===== src/hw/rtl/mtp_pkg.sv =====
// Package for the MT19937 generator: sizes, constants, format codes, shared types
// and the tempering and output-format functions.
// No dependencies; every other file of the block imports it.
package mtp_pkg;

    localparam int STATE_WORDS  = 624;
    localparam int TWIST_OFFSET = 397;
    localparam int POS_W        = $clog2(STATE_WORDS);

    localparam logic [31:0] TWIST_MATRIX = 32'h9908_b0df;
    localparam logic [31:0] HIGH_BIT     = 32'h8000_0000;
    localparam logic [31:0] LOW_BITS     = 32'h7fff_ffff;
    localparam logic [31:0] TEMPER_B     = 32'h9d2c_5680;
    localparam logic [31:0] TEMPER_C     = 32'hefc6_0000;
    localparam logic [31:0] SEED_MULT    = 32'd1812433253;

    typedef logic [POS_W-1:0] t_pos;
    typedef logic [3:0]       t_fmt;

    localparam t_fmt FMT_U32    = 4'd0;
    localparam t_fmt FMT_I8     = 4'd1;
    localparam t_fmt FMT_I16    = 4'd2;
    localparam t_fmt FMT_I32    = 4'd3;
    localparam t_fmt FMT_I64    = 4'd4;
    localparam t_fmt FMT_U8     = 4'd5;
    localparam t_fmt FMT_U16    = 4'd6;
    localparam t_fmt FMT_U64    = 4'd7;
    localparam t_fmt FMT_FRAC32 = 4'd8;
    localparam t_fmt FMT_FRAC53 = 4'd9;

    localparam logic OP_DRAW = 1'b0;
    localparam logic OP_SEED = 1'b1;

    typedef enum logic [2:0] {
        S_IDLE,
        S_SEED,
        S_TW1,
        S_TW2,
        S_PUSH
    } t_state;

    typedef struct packed {
        logic [63:0] value;
        logic        valid_draw;
    } t_result;

    typedef struct packed {
        logic        we;
        t_pos        waddr;
        logic [31:0] wdata;
        t_pos        raddr_nxt;
        t_pos        raddr_far;
    } t_ram_req;

    function automatic t_pos f_pos_inc(input t_pos p);
        t_pos r;
        if (p == t_pos'(STATE_WORDS - 1)) begin
            r = '0;
        end else begin
            r = p + t_pos'(1);
        end
        return r;
    endfunction

    function automatic t_pos f_pos_far(input t_pos p);
        logic [POS_W:0] s;
        logic [POS_W:0] d;
        s = {1'b0, p} + (POS_W+1)'(TWIST_OFFSET);
        d = s - (POS_W+1)'(STATE_WORDS);
        return (s < (POS_W+1)'(STATE_WORDS)) ? s[POS_W-1:0] : d[POS_W-1:0];
    endfunction

    function automatic logic [31:0] f_temper(input logic [31:0] x);
        logic [31:0] y;
        y = x;
        y = y ^ (y >> 11);
        y = y ^ ((y << 7) & TEMPER_B);
        y = y ^ ((y << 15) & TEMPER_C);
        y = y ^ (y >> 18);
        return y;
    endfunction

    function automatic logic f_two_words(input t_fmt f);
        return (f == FMT_I64) || (f == FMT_U64) || (f == FMT_FRAC53);
    endfunction

    function automatic logic [63:0] f_format(input t_fmt f, input logic [31:0] w,
                                             input logic [31:0] v);
        logic [63:0] r;
        case (f)
            FMT_I8:     r = {57'b0, w[6:0]};
            FMT_I16:    r = {49'b0, w[14:0]};
            FMT_I32:    r = {33'b0, w[30:0]};
            FMT_I64:    r = {1'b0, w[30:0], v};
            FMT_U8:     r = {56'b0, w[7:0]};
            FMT_U16:    r = {48'b0, w[15:0]};
            FMT_U64:    r = {w, v};
            FMT_FRAC53: r = {11'b0, w[31:5], v[31:6]};
            default:    r = {32'b0, w};
        endcase
        return r;
    endfunction

endpackage


===== src/hw/rtl/mtp_core.sv =====
// Sequencer of the generator: seeding walk, per-word twist with write-back,
// tempering and output formatting. Depends on mtp_pkg; drives mtp_ram.
module mtp_core (
    input  logic               i_clk,
    input  logic               i_rst_n,
    input  logic               i_valid,
    input  logic               i_op,
    input  logic [31:0]        i_seed_value,
    output logic               o_stall,
    input  mtp_pkg::t_fmt      i_fmt,
    input  logic               i_out_free,
    output logic               o_res_load,
    output mtp_pkg::t_result   o_res,
    output mtp_pkg::t_ram_req  o_ram_req,
    input  logic [31:0]        i_rdata_nxt,
    input  logic [31:0]        i_rdata_far
);
    import mtp_pkg::*;

    t_state      r_state, n_state;
    t_pos        r_pos, n_pos;
    t_pos        r_idx, n_idx;
    logic        r_seeded, n_seeded;
    logic [31:0] r_seed, n_seed;
    logic [31:0] r_cur, n_cur;
    logic [31:0] r_w, n_w;
    t_result     r_res, n_res;

    logic [31:0] y;
    logic [31:0] twisted;
    logic [31:0] tempered;
    logic [31:0] seed_mix;
    logic        accept;
    logic        have_res;
    t_result     res;

    assign accept   = i_valid && (r_state == S_IDLE);
    assign y        = (r_cur & HIGH_BIT) | (i_rdata_nxt & LOW_BITS);
    assign twisted  = i_rdata_far ^ (y >> 1) ^ (y[0] ? TWIST_MATRIX : 32'b0);
    assign tempered = f_temper(twisted);
    assign seed_mix = r_seed ^ (r_seed >> 30);

    always_ff @(posedge i_clk) begin
        if (!i_rst_n) begin
            r_state  <= S_IDLE;
            r_pos    <= '0;
            r_seeded <= 1'b0;
        end else begin
            r_state  <= n_state;
            r_pos    <= n_pos;
            r_seeded <= n_seeded;
        end
        r_idx  <= n_idx;
        r_seed <= n_seed;
        r_cur  <= n_cur;
        r_w    <= n_w;
        r_res  <= n_res;
    end

    always_comb begin
        n_state  = r_state;
        n_pos    = r_pos;
        n_idx    = r_idx;
        n_seeded = r_seeded;
        n_seed   = r_seed;
        n_cur    = r_cur;
        n_w      = r_w;
        n_res    = r_res;
        have_res = 1'b0;
        res      = r_res;
        o_ram_req.we    = 1'b0;
        o_ram_req.waddr = r_pos;
        o_ram_req.wdata = twisted;
        o_stall    = (r_state != S_IDLE);
        o_res_load = 1'b0;

        case (r_state)
            S_IDLE: begin
                if (accept) begin
                    if (i_op == OP_SEED) begin
                        n_seed  = i_seed_value;
                        n_idx   = '0;
                        n_state = S_SEED;
                    end else if (r_seeded) begin
                        n_state = S_TW1;
                    end else begin
                        have_res = 1'b1;
                        res      = '{value: 64'b0, valid_draw: 1'b0};
                    end
                end
            end
            S_SEED: begin
                o_ram_req.we    = 1'b1;
                o_ram_req.waddr = r_idx;
                o_ram_req.wdata = r_seed;
                n_seed = SEED_MULT * seed_mix + 32'(r_idx) + 32'd1;
                n_idx  = r_idx + t_pos'(1);
                if (r_idx == '0) begin
                    n_cur = r_seed;
                end
                if (r_idx == t_pos'(STATE_WORDS - 1)) begin
                    n_pos    = '0;
                    n_seeded = 1'b1;
                    n_state  = S_IDLE;
                end
            end
            S_TW1: begin
                o_ram_req.we = 1'b1;
                n_cur = i_rdata_nxt;
                n_pos = f_pos_inc(r_pos);
                if (f_two_words(i_fmt)) begin
                    n_w     = tempered;
                    n_state = S_TW2;
                end else begin
                    have_res = 1'b1;
                    res      = '{value: f_format(i_fmt, tempered, 32'b0), valid_draw: 1'b1};
                end
            end
            S_TW2: begin
                o_ram_req.we = 1'b1;
                n_cur    = i_rdata_nxt;
                n_pos    = f_pos_inc(r_pos);
                have_res = 1'b1;
                res      = '{value: f_format(i_fmt, r_w, tempered), valid_draw: 1'b1};
            end
            S_PUSH: begin
                if (i_out_free) begin
                    o_res_load = 1'b1;
                    n_state    = S_IDLE;
                end
            end
            default: begin
                n_state = S_IDLE;
            end
        endcase

        if (have_res) begin
            n_res = res;
            if (i_out_free) begin
                o_res_load = 1'b1;
                n_state    = S_IDLE;
            end else begin
                n_state = S_PUSH;
            end
        end

        o_res = res;
        o_ram_req.raddr_nxt = f_pos_inc(n_pos);
        o_ram_req.raddr_far = f_pos_far(n_pos);
    end

endmodule


===== config.mk =====
export PLATFORM = sky130hd
export DESIGN_NAME = mtp_core
export DESIGN_NICKNAME = d
export VERILOG_FILES = /design/src/hw/rtl/mtp_pkg.sv /design/src/hw/rtl/mtp_core.sv
export SDC_FILE = /design/constraint.sdc
export NUM_CORES = 1
export LEC_CHECK = 0
export ABC_CLOCK_PERIOD_IN_PS = 10200
export BUFFER_PORTS_ARGS = -buffer_cell sky130_fd_sc_hd__buf_2
export CORE_MARGIN = 2
export CORE_UTILIZATION = 38
export CTS_CLUSTER_DIAMETER = 150
export DETAILED_ROUTE_END_ITERATION = 8
export PLACE_DENSITY = 0.64
export SLEW_MARGIN = 20
export SYNTH_ARGS = -nofsm -noshare
export SYNTH_HDL_FRONTEND = slang
export SYNTH_SLANG_ARGS = --single-unit

===== constraint.sdc =====
create_clock -name i_clk -period 10.2 [get_ports i_clk]
set_input_delay 0 -clock i_clk [delete_from_list [all_inputs] [get_ports i_clk]]
set_output_delay 0 -clock i_clk [all_outputs]
set_load 0.02 [all_outputs]

==> flow_summary_export.csv, run 1 <==
group,metric,value,unit
synthesis,yosys_register_bits,154,
global_routing,use_met2,36.2,%
global_routing,grt_usage,22.8,%
placement,port-buffer-count,234,
drt,ant_nets,0,
synthesis,avgSynthCellArea,9.71,sq um
synthesis,syn_nets,2340,
placement,dp_hpwl,43900,um
global_routing,grt.met3_usage,4.85,%
floorplan,die_y,221,um
clock_tree,cts_setup_buffers,0,
floorplan,rows,79,
clock_tree,cts_max_level,4,
drt,drt-wirelength-per-cell,20.6,um
global_routing,grt_pass1_vias,14800,
drt,via_count,14900,
worst_setup_path,crit_end,"r_seed[28]",
sta,fin_setup_tns,0,ps
synthesis,synthFlopType,"edfxtp_1",
clock_tree,cts_buffers,17,
global_routing,grt_antenna_before_repair,1,
worst_setup_path,worstPathMaxFanout,8,
global_routing,gr-max-usage-layer,"met2",
sta,max_slew_margin,28.4,%
worst_setup_path,reg2reg_to,"r_seed[28]",
cells_and_area,drive_gt1_share,14.9,%
synthesis,syn-cell-area,17900,sq um
clock_tree,cts_tree,"done",
clock_tree,clkLatencyLatePin,480,ps
global_routing,grt_max_degree,60,
synthesis,synth_top_family_by_area,"adder cells",
sta,fin_ws,2350,ps
drt,routed_via_density,5.50,
clock_tree,cts-root-buf,"clkbuf_16",
cells_and_area,antenna_cells,0,
sta,finalCriticalPeriod,7850,ps
placement,dp_slack,2480,ps
worst_setup_path,crit_start,"r_seed[31]",
clock_tree,cts.clk_slew.worst_paths,70,ps
floorplan,core_area,46500,sq um
synthesis,synthXorXnorAreaFrac,8.78,%
clock_tree,cts.sinks,154,
worst_setup_path,cp.required,10520,ps
synthesis,synth_cell_type_count,81,
worst_setup_path,worstPathArrival,8160,ps
drt,dr.pass1.iters,6,
drt,dr.first_iter.drc_count,1473,
run_status,outcome,"complete, no violations",
sta,rsz0062_at_grt,"no",
synthesis,async_reset_ff_share,0,%
sta,hold_violations,0,
worst_setup_path,r2r-start,"r_seed[31]",
synthesis,yosys.area_share.adder,34.2,%
synthesis,yosysSeqAreaShare,25.1,%
synthesis,yosysWarnings,0,
worst_setup_path,start_kind,"register",
floorplan,die-area,48800,sq um
worst_setup_path,crit_slowest_cell,"xor2_1",
drt,drc,0,
global_routing,overflow,0,
synthesis,yosys.area_share.simple,9.84,%
worst_setup_path,r2r_setup_slack,2350,ps
floorplan,initial_utilization,38.4,%
clock_tree,clk_path_buf_depth,2,
worst_setup_path,end_kind,"register",
sta,setup_viol,0,
global_routing,grt_pass1_wl,86300,um
sta,finalClockSkew,10.4,ps
synthesis,synth-compound-area-share,14.1,%
placement,gp_routability_congestion,0.903,
worst_setup_path,rr_worst_depth,28,
worst_setup_path,max_stage_delay,720,ps
global_routing,grtUsageMet1,31.0,%
synthesis,synth-edff-count,140,
cells_and_area,syn_to_final_growth,15.4,%
sta,drv_slew,0,
sta,finalCritPeriodShare,76.9,%
drt,drt_wl_total,55600,um
sta,tightest_slew,1070,ps
floorplan,die_x,221,um
cells_and_area,nets,2582,
floorplan,top_level_ports,235,
synthesis,synthCells,1839,
job,max-cap-violations,0,
worst_setup_path,crit_type,"reg2reg",
sta,fmaxAchievable,127,MHz
hold_path,hp-class,"in2reg",
synthesis,yosys-mux-area-fraction,0.119,%
==> registers in the layout, summed over array words and instances, names as in the netlist <==
register and cells:
r_idx 10, r_res 65, r_cur 1, r_state 3, r_seeded 1, r_seed 32
r_w 32, r_pos 10
==> cell type report <==
| class | instances | area [sq um] |
|---|---|---|
| Tap cell | 607 | 759 |
| Sequential cell | 154 | 4480 |
| Clock inverter | 14 | 119 |
| Multi-Input combinational cell | 1319 | 12000 |
| Fill cell | 4504 | 25900 |
| Inverter | 302 | 1130 |
| Timing Repair Buffer | 287 | 1660 |
| Clock buffer | 18 | 429 |
==> cells in the final DEF, fill, tap and decap left out, types with 5 or more instances in the layout <==
cell type,Yosys,layout
nor2_1,104,103
inv_1,302,301
a32oi_1,5,5
a211oi_1,6,6
o22ai_1,6,6
a21o_1,21,21
a22oi_1,23,23
edfxtp_1,140,140
and2_1,17,17
nor3_1,17,14
clkbuf_16,0,17
nand2_1,127,127
xor2_1,57,57
nor2b_1,11,11
a22o_1,14,14
o21ai_0,124,124
a222oi_1,29,29
nand4_1,9,9
nand3_1,26,26
ha_1,242,242
a31oi_1,5,5
dfxtp_1,14,14
xnor2_1,122,122
or3_1,7,6
and3_1,7,7
or2_2,7,7
nor4_1,8,8
a21oi_1,64,64
a221oi_1,9,9
buf_4,0,15
nand2b_1,9,8
o21a_1,15,15
o211ai_1,6,6
buf_2,7,234
dlygate4sd3_1,0,38
fa_1,154,154
==> layer usage <==
layer	up-vias	part of all wire (%)
met5	-	0
met4	0	2.5
met3	77	8.0
met2	672	46
met1	7311	43
li1	6801	-
==> cell usage after synthesis (14+ instances only) <==
library cell,n,area (sq um)
edfxtp_1,140,4200
xor2_1,57,499
nand3_1,26,130
a21oi_1,64,320
dfxtp_1,14,280
a22o_1,14,123
nor3_1,17,85.1
nand2_1,127,477
a222oi_1,29,290
nor2_1,104,390
o21ai_0,124,621
a22oi_1,23,173
ha_1,242,3030
a21o_1,21,158
o21a_1,15,113
and2_1,17,106
clkbuf_1,51,191
fa_1,154,3080
xnor2_1,122,1070
inv_1,302,1130
==> timing repair <==
action                                  in CTS  in global routing
gates resized for setup                      0                  0
hold buffers                                38                  0
endpoints found under the hold margin       47                  0
endpoints found under the setup margin       0                  0
==> worst min-delay path by stage <==
stage | slack [ps] | startpoint | endpoint | cells after the start
after floorplan | 130 | i_rst_n | r_pos[3] | 1
after global placement | 280 | i_out_free | r_state[2] | 4
after detailed placement | 280 | i_out_free | r_state[2] | 4
after CTS | 60 | i_valid | r_res[0] | 4
after global routing | 130 | i_valid | r_res[0] | 4
final | 110 | i_valid | r_res[0] | 4
==> kinds of logic (layout without fill, tap and decap cells) <==
logic type,Yosys count,after routing
buffers and inverters,366,621
flip-flops,154,154
AND/OR/NAND/NOR,370,370
adder cells (fa/ha/maj),396,396
multiplexers,2,2
AO/OA/AOI/OAI,372,372
XOR/XNOR,179,179
==> worst max-delay path, delay by kind of cell (launching register included) <==
family	cells	cell delay, ps
flops	1	460
compound gates	9	1990
fa+ha+maj	9	3370
xor+xnor	2	1010
simple gates	3	440
buf+inv	5	380
==> metrics by stage <==
step                hold slack [ps]  area [sq um]  util (%)  instances
global route                    131         20600      44.4       2701
detailed placement              276         19700      42.4       2631
global placement                276         19700      42.4       2631
finish                          107         20600      44.4       2701
floorplan                       128         17900         -       1839
CTS                            62.9         20600      44.4       2701
Power of run 1 is left out: the tool's default activity adds up to more than one toggle a clock period on the data nets, which glitch-free logic cannot reach.
==> run 2, diff against run 1 <==
ABC_CLOCK_PERIOD_IN_PS = 6850   (was 10200)
PLACE_DENSITY = 0.67   (was 0.64)
clock period = 6.85 ns   (was 10.2 ns; I/O delays follow)
==> run 2 against run 1 <==
Against the previous run:
- worst hold slack worse by 22 ps
- highest routed layer unchanged
- fmax up 19%
- global-route usage up 0.30 points
- clock skew up 4.8 ps
- die area unchanged
==> flow_summary_export.csv, run 2 (synthesis results as in run 1) <==
group,metric,value,unit
worst_setup_path,worstPathArrival,6820,ps
sta,fmaxAchievable,151,MHz
floorplan,initial_utilization,38.4,%
worst_setup_path,crit_start,"r_seed[30]",
placement,dp_cells,2672,
global_routing,grt_pass1_vias,14900,
cells_and_area,final_core_util,45.5,%
cells_and_area,final_cells,2750,
sta,tightest_slew,1060,ps
sta,setup_viol,0,
clock_tree,clkLatencyLatePin,490,ps
worst_setup_path,crit_type,"reg2reg",
cells_and_area,largestRegisters,"r_res x65, r_seed x32, r_w x32",
sta,finalClockSkew,15.2,ps
clock_tree,clk_path_buf_depth,2,
clock_tree,cts_buffers,17,
global_routing,grt.met3_usage,4.60,%
clock_tree,cts_tree,"done",
worst_setup_path,reg2reg_to,"r_seed[31]",
worst_setup_path,start_kind,"register",
global_routing,grtUsageMet1,31.5,%
global_routing,grt_max_degree,66,
global_routing,grt_pass1_wl,87400,um
cells_and_area,regMostFlops,"r_res",
worst_setup_path,crit_end,"r_seed[31]",
global_routing,overflow,0,
cells_and_area,syn_to_final_growth,18.3,%
sta,finalCritPeriodShare,96.5,%
floorplan,top_level_ports,235,
drt,dr.pass1.iters,9,
sta,finalCriticalPeriod,6610,ps
worst_setup_path,rr_worst_depth,26,
sta,max_slew_margin,29.5,%
global_routing,use_met2,36.3,%
cells_and_area,mostFrequentLayoutCell,"inv_1",
sta,hold_violations,0,
clock_tree,cts.clk_slew.worst_paths,70,ps
clock_tree,cts.sinks,154,
drt,drc,0,
floorplan,die-area,48800,sq um
global_routing,grt_antenna_before_repair,1,
placement,port-buffer-count,234,
worst_setup_path,cp.required,7050,ps
drt,dr.first_iter.drc_count,1531,
sta,drv_slew,0,
global_routing,gr-max-usage-layer,"met2",
global_routing,grt_usage,23.1,%
cells_and_area,drive_gt1_share,17.9,%
job,max-cap-violations,0,
cells_and_area,nets,2631,
cells_and_area,layout_common_cells,"300 x inv_1, 235 x ha_1, 234 x buf_2, 154 x fa_1, 140 x edfxtp_1",
run_status,outcome,"complete, no violations",
drt,routed_via_density,5.46,
worst_setup_path,worstPathMaxFanout,4,
clock_tree,cts-root-buf,"clkbuf_16",
placement,dp_hpwl,44800,um
drt,via_count,15000,
floorplan,core_area,46500,sq um
placement,gp_routability_congestion,0.918,
worst_setup_path,r2r-start,"r_seed[30]",
worst_setup_path,end_kind,"register",
cells_and_area,largest_register_ffs,65,
drt,drt_wl_total,56200,um
floorplan,die_y,221,um
clock_tree,cts_max_level,4,
drt,ant_nets,0,
hold_path,hp-class,"in2reg",
drt,drt-wirelength-per-cell,20.4,um
floorplan,die_x,221,um
worst_setup_path,r2r_setup_slack,240,ps
floorplan,rows,79,
[run 2: final cells by class]
type / count / area (sq um)
Tap cell: 607 / 759
Clock buffer: 17 / 425
Clock inverter: 14 / 111
Fill cell: 4387 / 25300
Antenna cell: 1 / 2.50
Sequential cell: 154 / 4480
Timing Repair Buffer: 336 / 2040
Multi-Input combinational cell: 1319 / 12200
Inverter: 302 / 1130
[run 2: worst max-delay path: stages (launching register included)]
cell	delay, ps
edfxtp_1	510
xor2_2	250
xnor2_2	160
ha_1	170
or2_2	290
ha_1	270
inv_1	50
fa_1	480
inv_1	60
ha_4	150
fa_1	530
fa_1	440
fa_1	500
inv_1	50
fa_1	470
inv_1	60
ha_4	270
and4_4	240
nand4_1	210
nor3_2	230
a21oi_2	70
a31oi_2	220
a211o_1	170
a21oi_2	50
buf_4	150
xnor2_2	170
o21ai_1	90
[run 2: worst min-delay path by stage]
stage | startpoint | end | slack [ps] | cells past startpoint
floorplan | i_rst_n | r_pos[3] | 130 | 1
global placement | i_out_free | r_state[2] | 270 | 4
detailed placement | i_out_free | r_state[2] | 280 | 4
CTS | i_valid | r_res[0] | 50 | 4
global route | i_valid | r_res[0] | 120 | 4
finish | i_valid | r_res[0] | 90 | 4
[run 2: routing by layer]
metal,up-vias,part of all wire [%]
met1,7316,43
met3,110,8.0
met4,0,3.3
met5,-,0
met2,707,46
li1,6892,-
[run 2: timing repair]
| item | CTS | global route |
|---|---|---|
| gates resized for setup | 1 | 27 |
| hold buffers | 38 | 0 |
| buffers inserted | 0 | 8 |
| setup endpoints to repair | 1 | 4 |
| pin swaps | 0 | 17 |
| endpoints found under the hold margin | 47 | 0 |
[run 2: stage by stage]
step           setup WS [ps]  setup TNS, ps  cell area [sq um]  hold slack (ps)
3_3_place_gp            97.4              0              20000              273
3_5_place_dp            8.53              0              20000              275
5_1_grt                -63.0          -92.4              21100              119
6_report                 237              0              21100             85.6
2_1_floorplan           85.4              0              17900              128
4_1_cts                 29.9              0              20900             45.9
Power of run 2 is left out for the same reason.
